**config.mk**
```make
export PLATFORM = sky130hd
export DESIGN_NAME = slkc_ctrl
export DESIGN_NICKNAME = d
export VERILOG_FILES = /design/src/hdl/slkc_pkg.sv /design/src/hdl/slkc_ctrl.sv
export SDC_FILE = /design/constraint.sdc
export NUM_CORES = 1
export LEC_CHECK = 0
export BUFFER_PORTS_ARGS = -buffer_cell sky130_fd_sc_hd__clkbuf_2
export CAP_MARGIN = 40
export CORE_UTILIZATION = 45
export CTS_BUF_LIST = sky130_fd_sc_hd__clkbuf_16
export CTS_CLUSTER_SIZE = 16
export DETAILED_ROUTE_END_ITERATION = 16
export GPL_TIMING_DRIVEN = 0
export PLACE_DENSITY = 0.7
export SETUP_SLACK_MARGIN = 0.1
export SYNTH_ARGS = -nofsm -noshare
export SYNTH_HDL_FRONTEND = slang
export SYNTH_SLANG_ARGS = --single-unit
```
**constraint.sdc**
```tcl
create_clock -name clk_i -period 1.6 [get_ports clk_i]
set_clock_uncertainty 0.15 [all_clocks]
set_input_delay 0.24 -clock clk_i [delete_from_list [all_inputs] [get_ports clk_i]]
set_output_delay 0.24 -clock clk_i [all_outputs]
set_load 0.05 [all_outputs]
```
**src/hdl/slkc_pkg.sv**
```systemverilog
package slkc_pkg;

  // Fixed formats: dB values are Q8.8, log2 values Q16, gains Q1.30.
  localparam int FLOOR_DB   = -15360;     // -60 dB
  localparam int RED_MAX    = 16384;      // 64 dB reduction ceiling
  localparam int LOG2_TO_DB = 394566;     // 6.0206 in Q16
  localparam int DB_TO_LOG2 = 2786635;    // 1/6.0206 in Q24
  localparam int LOG_STEPS  = 16;         // log2 fraction bits, table fraction bits

  // Register indexes
  localparam logic [7:0] REG_THRESHOLD = 8'd0;
  localparam logic [7:0] REG_SLOPE     = 8'd1;
  localparam logic [7:0] REG_KNEE_W    = 8'd2;
  localparam logic [7:0] REG_KNEE_S    = 8'd3;
  localparam logic [7:0] REG_ATTACK    = 8'd4;
  localparam logic [7:0] REG_RELEASE   = 8'd5;
  localparam logic [7:0] REG_OUT_GAIN  = 8'd6;
  localparam logic [7:0] REG_AUTO_GAIN = 8'd7;

  // Reset values
  localparam logic [14:0] RST_THRESHOLD = 15'h6C00;  // -5120
  localparam logic [15:0] RST_SLOPE     = 16'd32768;
  localparam logic [12:0] RST_KNEE_W    = 13'd1536;
  localparam logic [14:0] RST_KNEE_S    = 15'd341;
  localparam logic [23:0] RST_ATTACK    = 24'd34914;
  localparam logic [23:0] RST_RELEASE   = 24'd3495;

  typedef enum logic [4:0] {
    OP_NONE,
    OP_LOAD,
    OP_NORM,
    OP_SQR,
    OP_LVL,
    OP_DB,
    OP_ENVM,
    OP_ENVU,
    OP_KNEE1,
    OP_KNEE2,
    OP_KNEE3,
    OP_RED,
    OP_LOG2,
    OP_EXP,
    OP_IDX,
    OP_TBL,
    OP_APL,
    OP_SHL,
    OP_APR,
    OP_SHR,
    OP_OUT
  } op_e;

  typedef struct packed {
    op_e        op;
    logic [3:0] iter;
  } cmd_t;

  typedef struct packed {
    logic out_full;   // result register holds a word not yet taken
  } sts_t;

  function automatic logic [63:0] isqrt64(input logic [63:0] n);
    logic [63:0] rem;
    logic [63:0] res;
    logic [63:0] b;
    rem = n;
    res = '0;
    b   = 64'd1 << 62;
    while (b > rem) b = b >> 2;
    while (b != 64'd0) begin
      if (rem >= res + b) begin
        rem = rem - (res + b);
        res = (res >> 1) + b;
      end else begin
        res = res >> 1;
      end
      b = b >> 2;
    end
    return res;
  endfunction

  // 2^(1/2^k) in Q1.30, by repeated square roots
  function automatic logic [31:0] gain_root(input int k);
    logic [63:0] c;
    c = 64'd2 << 30;
    for (int j = 1; j <= k; j++) c = isqrt64(c << 30);
    return c[31:0];
  endfunction

endpackage

```
**src/hdl/slkc_ctrl.sv**
```systemverilog
module slkc_ctrl import slkc_pkg::*; (
  input  logic clk_i,
  input  logic rst_ni,
  input  logic s_tvalid_i,
  output logic s_tready_o,
  input  sts_t sts_i,
  output cmd_t cmd_o
);

  localparam logic [4:0] ST_IDLE  = 5'd0;
  localparam logic [4:0] ST_NORM  = 5'd1;
  localparam logic [4:0] ST_SQR   = 5'd2;
  localparam logic [4:0] ST_LVL   = 5'd3;
  localparam logic [4:0] ST_DB    = 5'd4;
  localparam logic [4:0] ST_ENVM  = 5'd5;
  localparam logic [4:0] ST_ENVU  = 5'd6;
  localparam logic [4:0] ST_KNEE1 = 5'd7;
  localparam logic [4:0] ST_KNEE2 = 5'd8;
  localparam logic [4:0] ST_KNEE3 = 5'd9;
  localparam logic [4:0] ST_RED   = 5'd10;
  localparam logic [4:0] ST_LOG2  = 5'd11;
  localparam logic [4:0] ST_EXP   = 5'd12;
  localparam logic [4:0] ST_IDX   = 5'd13;
  localparam logic [4:0] ST_TBL   = 5'd14;
  localparam logic [4:0] ST_APL   = 5'd15;
  localparam logic [4:0] ST_SHL   = 5'd16;
  localparam logic [4:0] ST_APR   = 5'd17;
  localparam logic [4:0] ST_SHR   = 5'd18;
  localparam logic [4:0] ST_DONE  = 5'd19;

  localparam logic [3:0] LAST_ITER = 4'(LOG_STEPS - 1);

  logic [4:0] state_q, state_d;
  logic [3:0] cnt_q, cnt_d;

  assign s_tready_o = (state_q == ST_IDLE);

  always_comb begin
    state_d    = state_q;
    cnt_d      = cnt_q;
    cmd_o.op   = OP_NONE;
    cmd_o.iter = cnt_q;
    case (state_q)
      ST_IDLE: begin
        if (s_tvalid_i) begin
          cmd_o.op = OP_LOAD;
          state_d  = ST_NORM;
        end
      end
      ST_NORM: begin
        cmd_o.op = OP_NORM;
        cnt_d    = '0;
        state_d  = ST_SQR;
      end
      ST_SQR: begin
        cmd_o.op = OP_SQR;
        cnt_d    = 4'(cnt_q + 4'd1);
        if (cnt_q == LAST_ITER) state_d = ST_LVL;
      end
      ST_LVL: begin
        cmd_o.op = OP_LVL;
        state_d  = ST_DB;
      end
      ST_DB: begin
        cmd_o.op = OP_DB;
        state_d  = ST_ENVM;
      end
      ST_ENVM: begin
        cmd_o.op = OP_ENVM;
        state_d  = ST_ENVU;
      end
      ST_ENVU: begin
        cmd_o.op = OP_ENVU;
        state_d  = ST_KNEE1;
      end
      ST_KNEE1: begin
        cmd_o.op = OP_KNEE1;
        state_d  = ST_KNEE2;
      end
      ST_KNEE2: begin
        cmd_o.op = OP_KNEE2;
        state_d  = ST_KNEE3;
      end
      ST_KNEE3: begin
        cmd_o.op = OP_KNEE3;
        state_d  = ST_RED;
      end
      ST_RED: begin
        cmd_o.op = OP_RED;
        state_d  = ST_LOG2;
      end
      ST_LOG2: begin
        cmd_o.op = OP_LOG2;
        state_d  = ST_EXP;
      end
      ST_EXP: begin
        cmd_o.op = OP_EXP;
        state_d  = ST_IDX;
      end
      ST_IDX: begin
        cmd_o.op = OP_IDX;
        cnt_d    = '0;
        state_d  = ST_TBL;
      end
      ST_TBL: begin
        cmd_o.op = OP_TBL;
        cnt_d    = 4'(cnt_q + 4'd1);
        if (cnt_q == LAST_ITER) state_d = ST_APL;
      end
      ST_APL: begin
        cmd_o.op = OP_APL;
        state_d  = ST_SHL;
      end
      ST_SHL: begin
        cmd_o.op = OP_SHL;
        state_d  = ST_APR;
      end
      ST_APR: begin
        cmd_o.op = OP_APR;
        state_d  = ST_SHR;
      end
      ST_SHR: begin
        cmd_o.op = OP_SHR;
        state_d  = ST_DONE;
      end
      ST_DONE: begin
        if (!sts_i.out_full) begin
          cmd_o.op = OP_OUT;
          state_d  = ST_IDLE;
        end
      end
      default: begin
        state_d = ST_IDLE;
      end
    endcase
  end

  always_ff @(posedge clk_i or negedge rst_ni) begin
    if (!rst_ni) begin
      state_q <= ST_IDLE;
      cnt_q   <= '0;
    end else begin
      state_q <= state_d;
      cnt_q   <= cnt_d;
    end
  end

endmodule

```
==> flow_metrics.py, run 1 <==
metrics = {
    "cts": {
        "cts_buffer_depth": 2,
        "cts.sinks": 9,
        "numCtsBuffers": 3,
        "root_buffer": "clkbuf_16",
        "cts_htree_levels": 1,
    },
    "yosys": {
        "avgSynthCellArea_um2": 8.48,
        "async_reset_ff_share_pct": 100,
        "synth_top_family_by_area": "simple AND/OR/NAND/NOR gates",
        "synth_xor_area_share_pct": 7.17,
        "synth_edf_count": 0,
        "synth_seq_area_share_pct": 36.9,
        "yosys_warnings": 0,
        "yosys.area_share.simple_pct": 25.8,
        "syn-num-nets": 77,
        "postSynthCellCount": 72,
        "ys_seq_elements": 9,
        "synth.distinct_cells": 30,
        "synthMuxAreaShare_pct": 0,
        "yosys_most_used_dff": "dfrtp_1",
        "mappedNetlistArea_um2": 611,
        "synth-compound-area-share_pct": 21.5,
        "synthAdderAreaFrac_pct": 2.05,
    },
    "run_status": {
        "outcome": "aborted with a tool error",
        "error": "[ERROR DPL-0038] Utilization greater than 100%, impossible to legalize",
        "haltStage": "global routing",
    },
    "global_routing": {
        "grt_max_degree": 11,
    },
    "placement": {
        "place.detailed.hpwl_mm": 1.06,
        "dp_cells": 99,
        "io_buffers": 13,
        "gp_congestion": 0.806,
    },
    "sta": {
        "worstEndpointType": "primary output",
        "crit_endpoint": "cmd_o[4]",
    },
    "floorplanning": {
        "io-pin-count": 14,
        "start_util_pct": 51.5,
        "rows": 12,
        "dieWidth_um": 38.8,
        "die_y_um": 38.8,
    },
}
## cell families after synthesis
kind of cell    Yosys count
xor+xnor                  5
fa+ha+maj                 1
flops                     9
compound gates           18
buf+inv                   9
simple gates             30
## cells in the mapped netlist, types with 3 or more instances
cell / count / share of area [%]
nand3_1: 11 / 9.0
inv_1: 3 / 1.8
buf_2: 5 / 4.1
nor2_1: 7 / 4.3
dfrtp_1: 9 / 37
xor2_1: 3 / 4.3
o211ai_1: 3 / 3.7
o21ai_0: 3 / 2.5
## repair_timing
action	CTS
hold endpoints to repair	9
resized for setup	29
setup buffers	11
pin swaps	5
gates cloned	0
setup endpoints to repair	6
hold buffers	1
## stage by stage
stage,area (µm²),setup slack [ps]
after floorplan,696,7.22
after global placement,778,-164
after detailed placement,778,-157
after CTS,1080,-215
==> run 2: changes to the inputs <==
==> config.mk (replaced) <==
export PLATFORM = sky130hd
export DESIGN_NAME = slkc_ctrl
export DESIGN_NICKNAME = d
export VERILOG_FILES = /design/src/hdl/slkc_pkg.sv /design/src/hdl/slkc_ctrl.sv
export SDC_FILE = /design/constraint.sdc
export NUM_CORES = 1
export LEC_CHECK = 0
export BUFFER_PORTS_ARGS = -buffer_cell sky130_fd_sc_hd__clkbuf_2
export CAP_MARGIN = 40
export CORE_AREA = 2 2 63 65
export DETAILED_ROUTE_END_ITERATION = 16
export DIE_AREA = 0 0 65 67
export GPL_TIMING_DRIVEN = 0
export PLACE_DENSITY_LB_ADDON = 0.15
export SYNTH_ARGS = -nofsm -noshare
export SYNTH_HDL_FRONTEND = slang
export SYNTH_SLANG_ARGS = --single-unit
==> run 2 against run 1 <==
  * The flow now finishes, with violations (setup timing)
  * Synthesized cell count unchanged
  * Area after synthesis stayed put
==> flow_metrics.py, run 2 <==
metrics = {
    "sta": {
        "rsz0062_at_grt": "true",
        "slew_headroom_pct": 75.3,
        "slew_violations": 0,
        "finalWorstSetupSlack_ps": -152,
        "period_needed_ps": 1750,
        "whs_ps": 222,
        "fmax_mhz": 571,
        "worst_slew_pin_slew_ps": 361,
        "finalCritPeriodShare_pct": 110,
        "setup_violations": 6,
        "final_hold_viol_count": 0,
    },
    "global_routing": {
        "grt-ovfl-total": 0,
        "grt_pass1_vias": 678,
        "grt_antenna_before_repair": 0,
        "grt_usage_pct": 9.44,
        "grt_max_degree": 11,
        "grt_pass1_wl_mm": 3.16,
    },
    "finish": {
        "regMostFlops": "state_q",
        "multi_input_area_um2": 464,
        "layout-drive-gt1-share_pct": 54.0,
        "regArea_um2": 230,
        "num-fill-cells": 379,
        "largest_reg_flops": 5,
        "final_cell_mix": "8 x buf_8, 8 x nand3_1, 8 x buf_4, 7 x clkbuf_2",
        "fin_cells": 148,
        "biggestRegsByFlops": "state_q x5, cnt_q x4",
        "area_growth_pct": 81.1,
        "diodes": 0,
        "nNetsFinal": 106,
    },
    "run_status": {
        "outcome": "finished with violations",
        "violations": "setup timing",
    },
    "worst_setup_path": {
        "arrival_ps": 1360,
        "rr_worst_depth": 4,
        "regToRegStartpoint": "state_q[0]$_DFFE_PN0P_",
        "r2r_slack_ps": 20,
        "critPathKind": "reg2out",
        "cp-end-kind": "primary output",
        "timing.rr.end": "cnt_q[3]$_DFFE_PN0P_",
        "startpoint_type": "flop",
        "crit_fanout": 9,
        "worstSetupStartpoint": "state_q[2]$_DFFE_PN0P_",
        "required_ps": 1210,
    },
    "hold_path": {
        "holdCritStartpoint": "sts_i",
        "hold_end": "state_q[4]$_DFFE_PN0P_",
        "whs_path_depth": 3,
        "hold_path_class": "in2reg",
    },
    "cts": {
        "cts_htree_levels": 1,
        "cts_tree": "built",
        "numCtsBuffers": 3,
        "root_buffer": "clkbuf_8",
        "cts.reportedPaths.clkPinSlew_ps": 50,
        "cts_buffer_depth": 2,
        "cts.sinks": 9,
        "clk_latency_ps": 230,
    },
    "yosys": {
        "synth.distinct_cells": 30,
        "synth_seq_area_share_pct": 36.9,
        "yosys.area.top_type": "dfrtp_1",
        "avgSynthCellArea_um2": 8.48,
        "synth_common_cells": "11 x nand3_1, 9 x dfrtp_1, 7 x nor2_1",
        "synthTopCellsByArea": "dfrtp_1 37%, nand3_1 9.0%, nor2_1 4.3%",
        "async_reset_ff_share_pct": 100,
        "synthMostInstantiatedCell": "nand3_1",
        "yosys_most_used_dff": "dfrtp_1",
        "synth_edf_count": 0,
        "postSynthCellCount": 72,
        "yosys_warnings": 0,
        "syn-num-nets": 77,
        "synth_top_area_share_pct": 36.9,
        "ys_seq_elements": 9,
        "mappedNetlistArea_um2": 611,
    },
    "routing": {
        "dr.pass1.iters": 4,
        "drt-total-wl_mm": 1.80,
        "wire_per_inst_um": 12.2,
        "viasPerCell": 4.35,
        "vias": 644,
        "drc": 0,
        "antenna_left": 0,
        "drt-initial-drc-count": 29,
    },
    "flow_run": {
        "maxCapViolCount": 0,
    },
    "floorplanning": {
        "core_um2": 3610,
        "dieWidth_um": 65,
        "die_y_um": 67,
        "die-area_um2": 4360,
        "rows": 22,
        "start_util_pct": 16.9,
        "io-pin-count": 14,
    },
    "placement": {
        "place.detailed.hpwl_mm": 1.24,
        "gp_congestion": 0.728,
        "io_buffers": 13,
        "dp_cells": 133,
    },
}
[run 2: stage by stage]
stage          utilization, %  worst slack [ps]  area, µm²  TNS, ps
2_1_floorplan               -             -77.8        662     -227
3_3_place_gp             21.8              -421        787    -1310
3_5_place_dp             21.8              -430        787    -1330
4_1_cts                  28.7              -164       1030     -834
5_1_grt                  30.7              -210       1110    -1090
6_report                 30.7              -152       1110     -600
[run 2: worst max-delay path: stages (launching register included)]
cell      delay, ps
dfrtp_1         370
buf_6           160
o21a_4          220
a211oi_4        200
buf_8           180
[run 2: area by class of cell]
cell class | instances | area share, %
repair buffers | 24 | 19.7
multi-input cells | 54 | 42.0
plain buffers | 6 | 7.01
clock buffers | 4 | 4.07
well taps | 48 | 5.43
inverters | 3 | 1.02
flip-flops and latches | 9 | 20.8
[run 2: metal layers]
metal / part of all wire, % / GRT usage (%) / up-vias / wire length (µm)
met5: 0 / 0 / - / 0
met4: 1.1 / 3.99 / 0 / 19
met3: 3.4 / 1.18 / 2 / 62
met2: 47 / 14.7 / 11 / 840
met1: 49 / 13.0 / 313 / 879
li1: - / - / 318 / -
[run 2: how the worst max path moves through the flow]
stage          slack [ps]                endpoint  cells after the start
2_1_floorplan         -80  state_q[0]$_DFFE_PN0P_                      4
3_5_place_dp         -430                cmd_o[8]                      5
6_report             -150                cmd_o[4]                      4
4_1_cts              -160                cmd_o[4]                      4
3_3_place_gp         -420                cmd_o[8]                      5
5_1_grt              -210                cmd_o[4]                      4
[run 2: timing repair]
| item | CTS | global route |
|---|---|---|
| endpoints found under the hold margin | 9 | 0 |
| hold buffers | 1 | 0 |
| gates resized for setup | 38 | 15 |
| pin swaps | 3 | 5 |
| endpoints found under the setup margin | 6 | 10 |
| setup buffers | 6 | 4 |
| gates cloned | 0 | 0 |
[run 2: cells by family (layout without fill, tap and decap cells)]
kind of cell / Yosys count / after routing / share of synthesized area [%]
flip-flops: 9 / 9 / 36.9
AO/OA/AOI/OAI: 18 / 18 / 21.5
buffers and inverters: 9 / 37 / 6.56
XOR/XNOR: 5 / 5 / 7.17
AND/OR/NAND/NOR: 30 / 30 / 25.8
adder cells (fa/ha/maj): 1 / 1 / 2.05
Power of run 2 is not shown: default switching activity piles up to over one toggle a cycle in this logic, so the estimate is an artifact.
==> run 3: changes to the inputs <==
--- a/config.mk
+++ b/config.mk
@@ -12,6 +12,7 @@
 export DIE_AREA = 0 0 65 67
 export GPL_TIMING_DRIVEN = 0
 export PLACE_DENSITY_LB_ADDON = 0.15
+export SETUP_SLACK_MARGIN = 0.15
 export SYNTH_ARGS = -nofsm -noshare
 export SYNTH_HDL_FRONTEND = slang
 export SYNTH_SLANG_ARGS = --single-unit
==> run 3 against run 2 <==
  * The run still ends with setup timing left
  * Count of clock-buffer cells in the layout unchanged
  * Worst hold slack worse by 11 ps
  * Register-to-register slack worse by 40 ps
  * Non-clock buffer count up 6
  * Via count up 3.4%
  * Critical path depth unchanged
  * Final cell count up 4.1%
  * Cell area up 12%
  * Routed wire length up 14%
  * Setup slack worse by 22 ps
  * Flip-flop and latch count unchanged
  * Maximum frequency down 1.2%
  * Largest cell class unchanged
  * Highest routed layer unchanged
==> flow_metrics.py, run 3 (synthesis results as in run 2) <==
metrics = {
    "cts": {
        "clk_latency_ps": 230,
        "cts.sinks": 9,
        "cts.reportedPaths.clkPinSlew_ps": 50,
        "cts_tree": "built",
        "root_buffer": "clkbuf_8",
        "numCtsBuffers": 3,
        "cts_htree_levels": 1,
        "cts_buffer_depth": 2,
    },
    "finish": {
        "finish.instance_area_um2": 1240,
        "num-fill-cells": 371,
        "nNetsFinal": 112,
        "regArea_um2": 233,
        "area_growth_pct": 103,
        "regMostFlops": "state_q",
        "biggestRegsByFlops": "state_q x5, cnt_q x4",
        "fin_cells": 154,
        "diodes": 0,
        "multi_input_area_um2": 528,
        "largest_reg_flops": 5,
        "final_common_cell": "buf_4",
        "layout-drive-gt1-share_pct": 63.2,
        "final_cell_mix": "14 x buf_4, 8 x nand3_1, 7 x clkbuf_2, 6 x buf_8, 6 x dfrtp_2",
    },
    "routing": {
        "wire_per_inst_um": 13.3,
        "antenna_left": 0,
        "drt-total-wl_mm": 2.05,
        "drc": 0,
        "vias": 666,
        "drt-initial-drc-count": 12,
        "met1_length_um": 935,
        "top_layer_used": "met4",
        "wl_met3_um": 48,
        "viasPerCell": 4.32,
        "dr.pass1.iters": 4,
        "wl_met2_mm": 1.04,
    },
    "worst_setup_path": {
        "worstSetupStartpoint": "state_q[2]$_DFFE_PN0P_",
        "crit_fanout": 5,
        "required_ps": 1210,
        "cpMaxStageDelayCell": "dfrtp_1",
        "cp_num_buf_inv": 2,
        "critPathKind": "reg2out",
        "r2r_slack_ps": -20,
        "path_cells": "buf_6 > o21a_4 > a211oi_4 > buf_8",
        "startpoint_type": "flop",
        "cp-end-kind": "primary output",
        "arrival_ps": 1380,
        "crit_family": "compound AO/OA/AOI/OAI gates",
        "max_stage_delay_ps": 380,
        "regToRegStartpoint": "state_q[0]$_DFFE_PN0P_",
    },
    "floorplanning": {
        "core_um2": 3610,
        "dieWidth_um": 65,
        "die_y_um": 67,
        "die-area_um2": 4360,
        "start_util_pct": 16.9,
        "rows": 22,
        "io-pin-count": 14,
    },
    "global_routing": {
        "grt_usage_pct": 10.6,
        "grt-ovfl-total": 0,
        "grt_antenna_before_repair": 0,
        "grt_pass1_vias": 695,
        "grt_max_degree": 11,
        "grt_pass1_wl_mm": 3.48,
    },
    "hold_path": {
        "hold_path_class": "in2reg",
        "holdCritStartpoint": "sts_i",
    },
    "placement": {
        "dpl_cell_area_um2": 833,
        "dp_cells": 133,
        "io_buffers": 13,
        "gp_congestion": 0.678,
    },
    "sta": {
        "tns_ps": -718,
        "fmax_mhz": 564,
        "worst_slew_pin_slew_ps": 364,
        "period_needed_ps": 1770,
        "finalCritPeriodShare_pct": 111,
        "slew_headroom_pct": 75.1,
        "slew_violations": 0,
        "finalWorstSetupSlack_ps": -174,
        "rsz0062_at_grt": "true",
        "final_hold_viol_count": 0,
        "setup_violations": 7,
        "whs_ps": 211,
    },
    "flow_run": {
        "maxCapViolCount": 0,
    },
    "run_status": {
        "outcome": "finished with violations",
        "violations": "setup timing",
    },
}
## run 3: cell types whose count changed in the layout (fill, tap and decap cells not counted), moves of 2 or more
| cell | previous run | this run |
|---|---|---|
| buf_4 | 8 | 14 |
| buf_8 | 8 | 6 |
| clkbuf_16 | 0 | 2 |
| dfrtp_1 | 5 | 3 |
| dfrtp_2 | 4 | 6 |
| o31ai_1 | 2 | 0 |
| o31ai_2 | 0 | 2 |
## run 3: cell type report
type,instances,area share [%]
Sequential cell,9,18.8
Timing Repair Buffer,30,21.9
Buffer,6,7.18
Multi-Input combinational cell,54,42.7
Tap cell,48,4.85
Inverter,3,0.910
Clock buffer,4,3.64
## run 3: worst min-delay path, stage by stage
cell      delay (ps)
clkbuf_2         140
o211ai_1         100
o21ai_0           70
## run 3: layer usage
metal  up-vias  GRT usage [%]
li1        330              -
met1       325           13.6
met2         9           17.9
met3         2           1.01
met4         0           4.79
met5         -              0
## run 3: metrics by stage
stage	util, %	setup slack, ps
detailed placement	23.1	-215
floorplan	-	-6.08
global placement	23.1	-227
global route	34.3	-242
CTS	30.8	-210
finish	34.3	-174
## run 3: final timing paths
check / to / cells past startpoint
setup reg to reg: cnt_q[3]$_DFFE_PN0P_ / 4
min in group asynchronous: state_q[3]$_DFFE_PN0P_ / 2
max in group asynchronous: state_q[0]$_DFFE_PN0P_ / 2
hold / removal: state_q[4]$_DFFE_PN0P_ / 3
setup / recovery: cmd_o[4] / 4
hold reg to reg: cnt_q[2]$_DFFE_PN0P_ / 1
## run 3: timing repair
action,4_1_cts,5_1_grt
hold endpoints to repair,9,0
cloned,1,0
hold buffers,1,0
pin swaps,9,6
gates resized for setup,33,17
setup buffers,9,6
endpoints found under the setup margin,8,11
Power of run 3 is left out for the same reason.
